[config.mk]
export PLATFORM = sky130hd
export DESIGN_NAME = alarm_clock_set_controller
export DESIGN_NICKNAME = d
export VERILOG_FILES = /design/src/sv/acsc_pkg.sv /design/src/sv/acsc_step.sv /design/src/sv/alarm_clock_set_controller.sv
export VERILOG_INCLUDE_DIRS = /design/src /design/src/sv
export SDC_FILE = /design/constraint.sdc
export NUM_CORES = 1
export LEC_CHECK = 0
export ABC_AREA = 1
export BUFFER_PORTS_ARGS = -buffer_cell sky130_fd_sc_hd__clkbuf_2
export CAP_MARGIN = 20
export CELL_PAD_IN_SITES_DETAIL_PLACEMENT = 0
export CELL_PAD_IN_SITES_GLOBAL_PLACEMENT = 1
export CORE_ASPECT_RATIO = 2
export CORE_UTILIZATION = 35
export DETAILED_ROUTE_END_ITERATION = 12
export PLACE_DENSITY = 0.78
export SLEW_MARGIN = 20
export SYNTH_ARGS = -nofsm -noshare
export SYNTH_HDL_FRONTEND = slang
export SYNTH_SLANG_ARGS = --single-unit
[constraint.sdc]
create_clock -name clk_i -period 3.9 [get_ports clk_i]
set_input_delay 0.195 -clock clk_i [delete_from_list [all_inputs] [get_ports clk_i]]
set_output_delay 0.195 -clock clk_i [all_outputs]
set_load 0.05 [all_outputs]
[src/sv/alarm_clock_set_controller_defines.svh]
// ----------------------------------------------------------------------------
// Alarm clock set controller: assertion macros
// Shared property wrappers for the concurrent checks in the RTL.
// ----------------------------------------------------------------------------
`ifndef ALARM_CLOCK_SET_CONTROLLER_DEFINES_SVH
`define ALARM_CLOCK_SET_CONTROLLER_DEFINES_SVH

// same-cycle implication, disabled while reset is low
`define ACSC_ASSERT_NOW(label, clk, rst_n, ante, cons, msg) \
  label: assert property (@(posedge clk) disable iff (!(rst_n)) (ante) |-> (cons)) \
    else $error(msg);

// next-cycle implication, disabled while reset is low
`define ACSC_ASSERT_NEXT(label, clk, rst_n, ante, cons, msg) \
  label: assert property (@(posedge clk) disable iff (!(rst_n)) (ante) |=> (cons)) \
    else $error(msg);

`endif

[src/sv/acsc_pkg.sv]
// ----------------------------------------------------------------------------
// Alarm clock set controller package
// Word types, state type, reset constants and field helper functions.
// ----------------------------------------------------------------------------
package acsc_pkg;

  localparam logic [5:0] SecMax  = 6'd59;
  localparam logic [5:0] MinMax  = 6'd59;
  localparam logic [5:0] HourMax = 6'd23;

  localparam logic [6:0] ThrReset         = 7'd25;
  localparam logic [4:0] AlarmHourReset   = 5'd12;
  localparam logic [5:0] AlarmMinuteReset = 6'd0;
  localparam logic [5:0] AlarmSecondReset = 6'd20;

  // field selector codes
  typedef enum logic [1:0] {
    SelOff    = 2'd0,
    SelSecond = 2'd1,
    SelMinute = 2'd2,
    SelHour   = 2'd3
  } sel_e;

  typedef struct packed {
    logic [5:0]         clock_hour_bcd;
    logic [6:0]         clock_minute_bcd;
    logic [6:0]         clock_second_bcd;
    logic signed [11:0] temp_raw;
    logic               press_time_mode;
    logic               press_alarm_mode;
    logic               press_up;
    logic               press_down;
  } in_t;

  typedef struct packed {
    logic [5:0] set_hour_bcd;
    logic [6:0] set_minute_bcd;
    logic [6:0] set_second_bcd;
    logic       write_clock;
    logic       alarm_ring;
    logic [7:0] temp_degrees;
    logic       over_temp;
    logic [1:0] time_field_sel;
    logic [1:0] alarm_field_sel;
    logic [4:0] alarm_hour_now;
    logic [5:0] alarm_minute_now;
    logic [5:0] alarm_second_now;
  } out_t;

  typedef struct packed {
    sel_e       time_sel;
    sel_e       alarm_sel;
    logic [4:0] alarm_hour;
    logic [5:0] alarm_minute;
    logic [5:0] alarm_second;
  } state_t;

  // BCD to binary, values above the field maximum clamp to the field maximum
  function automatic logic [5:0] bcd_to_bin(logic [6:0] v, logic [5:0] maxv);
    logic [6:0] b;
    b = 7'(v[6:4]) * 7'd10 + 7'(v[3:0]);
    if (b > {1'b0, maxv}) begin
      return maxv;
    end
    return b[5:0];
  endfunction

  // binary 0..59 to BCD, tens found by compare chain
  function automatic logic [6:0] bin_to_bcd(logic [5:0] v);
    logic [2:0] tens;
    logic [5:0] r;
    priority if (v >= 6'd50) begin
      tens = 3'd5; r = v - 6'd50;
    end else if (v >= 6'd40) begin
      tens = 3'd4; r = v - 6'd40;
    end else if (v >= 6'd30) begin
      tens = 3'd3; r = v - 6'd30;
    end else if (v >= 6'd20) begin
      tens = 3'd2; r = v - 6'd20;
    end else if (v >= 6'd10) begin
      tens = 3'd1; r = v - 6'd10;
    end else begin
      tens = 3'd0; r = v;
    end
    return {tens, r[3:0]};
  endfunction

  // up first, then down, each wrapping within 0..maxv
  function automatic logic [5:0] edit(logic [5:0] v, logic [5:0] maxv,
                                      logic up, logic down);
    logic [5:0] t;
    t = v;
    if (up) begin
      t = (t >= maxv) ? 6'd0 : t + 6'd1;
    end
    if (down) begin
      t = (t == 6'd0) ? maxv : t - 6'd1;
    end
    return t;
  endfunction

endpackage

[src/sv/acsc_step.sv]
// ----------------------------------------------------------------------------
// Alarm clock set controller: step logic
// Combinational update of selectors, time and alarm edits, temperature.
// ----------------------------------------------------------------------------
module acsc_step (
  input  acsc_pkg::state_t state_i,
  input  logic [6:0]       thr_i,
  input  acsc_pkg::in_t    in_i,
  output acsc_pkg::state_t state_o,
  output acsc_pkg::out_t   out_o
);

  logic [5:0]  hour, minute, second;
  logic [5:0]  al_hour;
  logic        negative;
  logic [11:0] mag;
  logic [12:0] mag_rnd;
  logic [7:0]  deg;

  always_comb begin
    hour   = acsc_pkg::bcd_to_bin({1'b0, in_i.clock_hour_bcd}, acsc_pkg::HourMax);
    minute = acsc_pkg::bcd_to_bin(in_i.clock_minute_bcd, acsc_pkg::MinMax);
    second = acsc_pkg::bcd_to_bin(in_i.clock_second_bcd, acsc_pkg::SecMax);

    state_o = state_i;
    if (in_i.press_time_mode) begin
      state_o.time_sel = acsc_pkg::sel_e'(2'(state_i.time_sel + 2'd1));
    end
    if (in_i.press_alarm_mode) begin
      state_o.alarm_sel = acsc_pkg::sel_e'(2'(state_i.alarm_sel + 2'd1));
    end

    unique case (state_o.time_sel)
      acsc_pkg::SelSecond: second = acsc_pkg::edit(second, acsc_pkg::SecMax,
                                                   in_i.press_up, in_i.press_down);
      acsc_pkg::SelMinute: minute = acsc_pkg::edit(minute, acsc_pkg::MinMax,
                                                   in_i.press_up, in_i.press_down);
      acsc_pkg::SelHour:   hour   = acsc_pkg::edit(hour, acsc_pkg::HourMax,
                                                   in_i.press_up, in_i.press_down);
      default: ;
    endcase

    al_hour = '0;
    unique case (state_o.alarm_sel)
      acsc_pkg::SelSecond: state_o.alarm_second =
        acsc_pkg::edit(state_i.alarm_second, acsc_pkg::SecMax,
                       in_i.press_up, in_i.press_down);
      acsc_pkg::SelMinute: state_o.alarm_minute =
        acsc_pkg::edit(state_i.alarm_minute, acsc_pkg::MinMax,
                       in_i.press_up, in_i.press_down);
      acsc_pkg::SelHour: begin
        al_hour = acsc_pkg::edit({1'b0, state_i.alarm_hour}, acsc_pkg::HourMax,
                                 in_i.press_up, in_i.press_down);
        state_o.alarm_hour = al_hour[4:0];
      end
      default: ;
    endcase

    // magnitude in sixteenths; -2048 maps to 0x800 through the 12-bit wrap
    negative = in_i.temp_raw[11];
    mag      = negative ? 12'(~in_i.temp_raw + 12'sd1) : in_i.temp_raw;
    mag_rnd  = {1'b0, mag} + 13'd8;
    deg      = mag_rnd[11:4] | {mag_rnd[12], 7'd0};

    out_o.set_hour_bcd     = 6'(acsc_pkg::bin_to_bcd(hour));
    out_o.set_minute_bcd   = acsc_pkg::bin_to_bcd(minute);
    out_o.set_second_bcd   = acsc_pkg::bin_to_bcd(second);
    out_o.write_clock      = (state_o.time_sel != acsc_pkg::SelOff);
    out_o.alarm_ring       = (hour == {1'b0, state_o.alarm_hour}) &&
                             (minute == state_o.alarm_minute) &&
                             (second == state_o.alarm_second);
    out_o.temp_degrees     = deg;
    out_o.over_temp        = !negative && (deg >= {1'b0, thr_i});
    out_o.time_field_sel   = state_o.time_sel;
    out_o.alarm_field_sel  = state_o.alarm_sel;
    out_o.alarm_hour_now   = state_o.alarm_hour;
    out_o.alarm_minute_now = state_o.alarm_minute;
    out_o.alarm_second_now = state_o.alarm_second;
  end

endmodule

[src/sv/alarm_clock_set_controller.sv]
// ----------------------------------------------------------------------------
// Alarm clock set controller
// Time/alarm field editing, alarm match and temperature rounding per word.
// ----------------------------------------------------------------------------
//  channel | dir | handshake              | payload
//  in      | in  | in_valid_i/in_ready_o   | acsc_pkg::in_t
//  out     | out | out_valid_o/out_ready_i | acsc_pkg::out_t
//  cfg     | in  | cfg_valid_i/cfg_ready_o | 7-bit over-temperature threshold
//
// Path from input accept to result: input register, step logic, result register;
// a stalled output can hold the word in the input register.
// One word per cycle sustained while the output is taken; state updates when a
// word moves from the input register to the result register.
// Reset returns selectors to off and the alarm to 12:00:20, threshold 25.
// A stalled output holds the input register; in_ready_o drops only when both
// registers are full and the output is not taken.
`include "alarm_clock_set_controller_defines.svh"

module alarm_clock_set_controller (
  input  logic           clk_i,
  input  logic           rst_ni,
  input  logic           in_valid_i,
  output logic           in_ready_o,
  input  acsc_pkg::in_t  in_data_i,
  output logic           out_valid_o,
  input  logic           out_ready_i,
  output acsc_pkg::out_t out_data_o,
  input  logic           cfg_valid_i,
  output logic           cfg_ready_o,
  input  logic [6:0]     cfg_data_i
);

  logic             in_valid_q, out_valid_q;
  acsc_pkg::in_t    in_q;
  acsc_pkg::out_t   out_q, out_d;
  acsc_pkg::state_t state_q, state_d;
  logic [6:0]       thr_q;
  logic             advance;

  assign advance     = in_valid_q && (!out_valid_q || out_ready_i);
  assign in_ready_o  = !in_valid_q || advance;
  assign out_valid_o = out_valid_q;
  assign out_data_o  = out_q;
  assign cfg_ready_o = 1'b1;

  acsc_step u_step (
    .state_i (state_q),
    .thr_i   (thr_q),
    .in_i    (in_q),
    .state_o (state_d),
    .out_o   (out_d)
  );

  always_ff @(posedge clk_i or negedge rst_ni) begin
    if (!rst_ni) begin
      in_valid_q             <= 1'b0;
      out_valid_q            <= 1'b0;
      thr_q                  <= acsc_pkg::ThrReset;
      state_q.time_sel       <= acsc_pkg::SelOff;
      state_q.alarm_sel      <= acsc_pkg::SelOff;
      state_q.alarm_hour     <= acsc_pkg::AlarmHourReset;
      state_q.alarm_minute   <= acsc_pkg::AlarmMinuteReset;
      state_q.alarm_second   <= acsc_pkg::AlarmSecondReset;
    end else begin
      if (in_ready_o) begin
        in_valid_q <= in_valid_i;
      end
      if (advance) begin
        out_valid_q <= 1'b1;
        state_q     <= state_d;
      end else if (out_ready_i) begin
        out_valid_q <= 1'b0;
      end
      if (cfg_valid_i) begin
        thr_q <= cfg_data_i;
      end
    end
  end

  // payload registers, no reset
  always_ff @(posedge clk_i) begin
    if (in_ready_o && in_valid_i) begin
      in_q <= in_data_i;
    end
    if (advance) begin
      out_q <= out_d;
    end
  end

  `ACSC_ASSERT_NOW(a_full_stall_blocks_input, clk_i, rst_ni,
                   in_valid_q && out_valid_q && !out_ready_i, !in_ready_o,
                   "input accepted while both stages are full and stalled")
  `ACSC_ASSERT_NEXT(a_advance_fills_output, clk_i, rst_ni,
                    advance, out_valid_q,
                    "result register empty after a word advanced")
  `ACSC_ASSERT_NEXT(a_state_moves_on_advance, clk_i, rst_ni,
                    !advance, $stable(state_q),
                    "selector or alarm state changed without a word advancing")

endmodule

==> results.py <==
metrics = {
    "power": {
        "p_int_mw": 5.19,
        "pwr_density_cell_nw_per_um2": 749,
        "leakagePower_nw": 6.20,
        "clockPowerShare_pct": 15.8,
        "p_sw_mw": 4.60,
        "vdd_drop_max_uv": 314,
        "comb_power_share_pct": 63.5,
        "seq_power_share_pct": 20.8,
        "sw_frac_of_total_pct": 47.0,
    },
    "synthesis": {
        "syn-cell-area_um2": 8700,
        "syn-instance-count": 1129,
        "synth.top_cell.area_share_pct": 30.4,
        "synth_ff_type": "edfxtp_1",
        "synthSimpleGateAreaFrac_pct": 29.6,
        "yosys.area.top_type": "edfxtp_1",
        "ys.warnings.count": 0,
        "ys_async_sr_fraction_pct": 25.4,
        "yosysSeqAreaShare_pct": 39.1,
        "synthMuxAreaShare_pct": 0.129,
        "synthDistinctLibCells": 50,
        "synth_edf_count": 88,
        "synth.area.top_cells": "edfxtp_1 30%, nand2_1 13%, ha_1 8.6%",
        "synth_top_family_by_area": "simple AND/OR/NAND/NOR gates",
        "yosys_register_bits": 118,
        "avgSynthCellArea_um2": 7.71,
        "synth-compound-area-share_pct": 8.55,
        "synthXorXnorAreaFrac_pct": 4.11,
        "syn_nets": 1240,
        "synth_fa_ha_area_share_pct": 9.31,
    },
    "clock_network": {
        "numClockSinks": 118,
        "numCtsBuffers": 17,
        "htree_levels": 4,
        "path_clk_slew_ns": 0.06,
        "cts.path.max_buffers": 2,
        "cts_tree": "yes",
        "cts_root_buf": "clkbuf_16",
        "insertion_delay_ns": 0.43,
    },
    "global_routing": {
        "grt_usage_pct": 19.8,
        "grt_pass1_wl_mm": 38.8,
        "overflow": 0,
        "grt_max_degree": 63,
        "antenna_found_initial": 0,
        "grt_pass1_vias": 8515,
    },
    "placement": {
        "place.gp.congestion": 0.871,
        "dp_hpwl_mm": 18.5,
        "numPortBuffers": 101,
    },
    "worst_setup_path": {
        "worstRegToRegCells": 33,
        "r2r-start": "in_q[20]$_DFFE_PP_",
        "critPathMaxStageDelay_ns": 0.41,
        "crit_type": "register to register",
        "ff2ff_setup_slack_ns": -0.38,
        "cp_max_fo": 7,
        "crit_path_start_kind": "register",
        "arrival_ns": 4.46,
        "end_kind": "register",
        "r2r_end": "out_data_o[34]$_DFFE_PP_",
        "cp.required_ns": 4.08,
        "cpMaxStageDelayCell": "edfxtp_1",
        "cpMostUsedCell": "inv_2",
    },
    "layout": {
        "antennaDiodeCount": 0,
        "nNetsFinal": 1578,
        "areaGrowthSynthToFinish_pct": 50.1,
        "fill_cells": 2296,
        "post-route-util_pct": 53.5,
        "layout_common_cells": "250 x nand2_1, 169 x buf_4, 149 x inv_1",
        "layout.cells.most_common": "nand2_1",
        "layout-drive-gt1-share_pct": 40.3,
    },
    "timing": {
        "fin_setup_tns_ns": -2.28,
        "finClkSkew_ns": 0.0135,
        "fin_crit_sh_pct": 110,
        "slew_violations": 0,
        "setup_viol": 12,
        "max_slew_margin_pct": 38.2,
        "fin_ws_ns": -0.376,
        "report.final.hold_viol_count": 0,
        "min_period_ns": 4.28,
        "grt_setup_unrepaired": "yes",
        "tightest_slew_ns": 0.927,
        "clock.fmax_ghz": 0.234,
        "hold_ws_ns": 0.0426,
    },
    "status": {
        "outcome": "finished, violations left",
        "violations": "setup timing",
    },
    "routing": {
        "via_count": 8551,
        "drt-initial-drc-count": 288,
        "via_per_inst": 4.72,
        "drc": 0,
        "wl_mm": 24.8,
        "wl_per_cell_um": 13.7,
        "drt_pre_antenna_iters": 5,
        "ant_nets": 0,
    },
    "floorplanning": {
        "rows": 81,
        "initial_core_util_pct": 35.6,
        "coreArea_um2": 24400,
        "ioPinCount": 103,
        "die_x_um": 114,
        "die-area_um2": 25500,
        "dieHeight_um": 225,
    },
    "min_path": {
        "hp-class": "input pin to register",
        "hp-start": "out_ready_i",
        "min_path_cells": 4,
        "holdPathEnd": "out_valid_o$_DFFE_PN0P_",
    },
    "flow_run": {
        "max_cap_viol_count": 0,
    },
}
## critical path: cells and delay by family (launching register included)
kind	cells	cell delay (ns)
and+or+nand+nor	15	1.35
buffers and inverters	9	0.89
DFF	1	0.41
adders and majority gates	4	0.85
AOI/OAI and AO/OA	5	0.54
## cell type report
type	instances	area, um2	area share (%)
timing repair buffer	334	2450	18.7
inverter	195	751	5.75
multi-input combinational	801	5470	41.9
tap	332	415	3.18
sequential	118	3400	26.0
clock inverter	13	136	1.04
clock buffer	19	443	3.39
## layer usage
metal	up-vias	wire, um	track usage (%)
li1	4339	-	-
met1	3950	8290	17.1
met2	182	14700	40.5
met3	80	534	2.50
met4	0	1320	13.4
met5	-	0	0
## through the flow
| stage | setup slack [ns] | instances | power [mW] | area (um2) |
|---|---|---|---|---|
| floorplan | -0.116 | 1129 | 5.58 | 8980 |
| global placement | -0.471 | 1680 | 7.29 | 10800 |
| detailed placement | -0.500 | 1680 | 7.35 | 10800 |
| CTS | -0.301 | 1788 | 9.32 | 12400 |
| global route | -0.642 | 1812 | 10.5 | 13100 |
| finish | -0.376 | 1812 | 9.79 | 13100 |
## cells in the mapped netlist, types with 4 or more instances
| cell | number |
|---|---|
| nand3_1 | 87 |
| buf_2 | 5 |
| inv_2 | 15 |
| or2_2 | 5 |
| nor2_2 | 11 |
| edfxtp_1 | 88 |
| nand2_1 | 307 |
| inv_1 | 177 |
| a21oi_1 | 24 |
| nand2_4 | 4 |
| a31oi_1 | 4 |
| nor2_1 | 75 |
| dfstp_2 | 7 |
| a22oi_1 | 5 |
| o21ai_0 | 64 |
| ha_1 | 60 |
| o211ai_1 | 5 |
| nor3_1 | 7 |
| nand2_2 | 24 |
| xnor2_1 | 14 |
| nand3b_1 | 6 |
| dfrtp_1 | 23 |
| clkbuf_1 | 9 |
| o21ai_1 | 12 |
| xor2_1 | 25 |
| nand4_1 | 17 |
| nand3_2 | 12 |
## flip-flops by register name (all words and copies together) (netlist names)
name and flops:
out_valid_o 1, state_q 21, in_valid_q 1, in_q 36
thr_q 7, out_data_o 52
## logic make-up (layout without fill, tap and decap cells)
family	count (synthesis)	after routing
AND/OR/NAND/NOR	565	565
buffers and inverters	210	561
AO/OA/AOI/OAI	131	131
flip-flops	118	118
adder cells (fa/ha/maj)	63	63
XOR/XNOR	40	40
other	1	1
multiplexers	1	1
## power by group through the flow
| stage | clock network, mW | logic [mW] | registers [mW] |
|---|---|---|---|
| after floorplan | 0 | 2.88 | 2.70 |
| after global placement | 0 | 5.24 | 2.05 |
| after detailed placement | 0 | 5.29 | 2.06 |
| after CTS | 1.58 | 5.70 | 2.04 |
| after global routing | 1.63 | 6.82 | 2.07 |
| final | 1.54 | 6.21 | 2.03 |
## worst max path at each step
stage / startpoint / to / slack, ns / cells after the start
6_report: in_q[20]$_DFFE_PP_ / out_data_o[34]$_DFFE_PP_ / -0.38 / 33
3_5_place_dp: in_q[22]$_DFFE_PP_ / out_data_o[35]$_DFFE_PP_ / -0.50 / 32
4_1_cts: in_q[20]$_DFFE_PP_ / out_data_o[33]$_DFFE_PP_ / -0.30 / 32
2_1_floorplan: in_q[22]$_DFFE_PP_ / out_data_o[33]$_DFFE_PP_ / -0.12 / 32
3_3_place_gp: in_q[22]$_DFFE_PP_ / out_data_o[33]$_DFFE_PP_ / -0.47 / 33
5_1_grt: in_q[20]$_DFFE_PP_ / out_data_o[34]$_DFFE_PP_ / -0.64 / 34
## timing repair
action	in CTS	in global routing
hold buffers	45	0
endpoints found under the setup margin	18	18
pin swaps	73	75
gates resized for setup	93	116
setup buffers	31	26
endpoints found under the hold margin	67	0
Power figures use the tool's default switching activity.
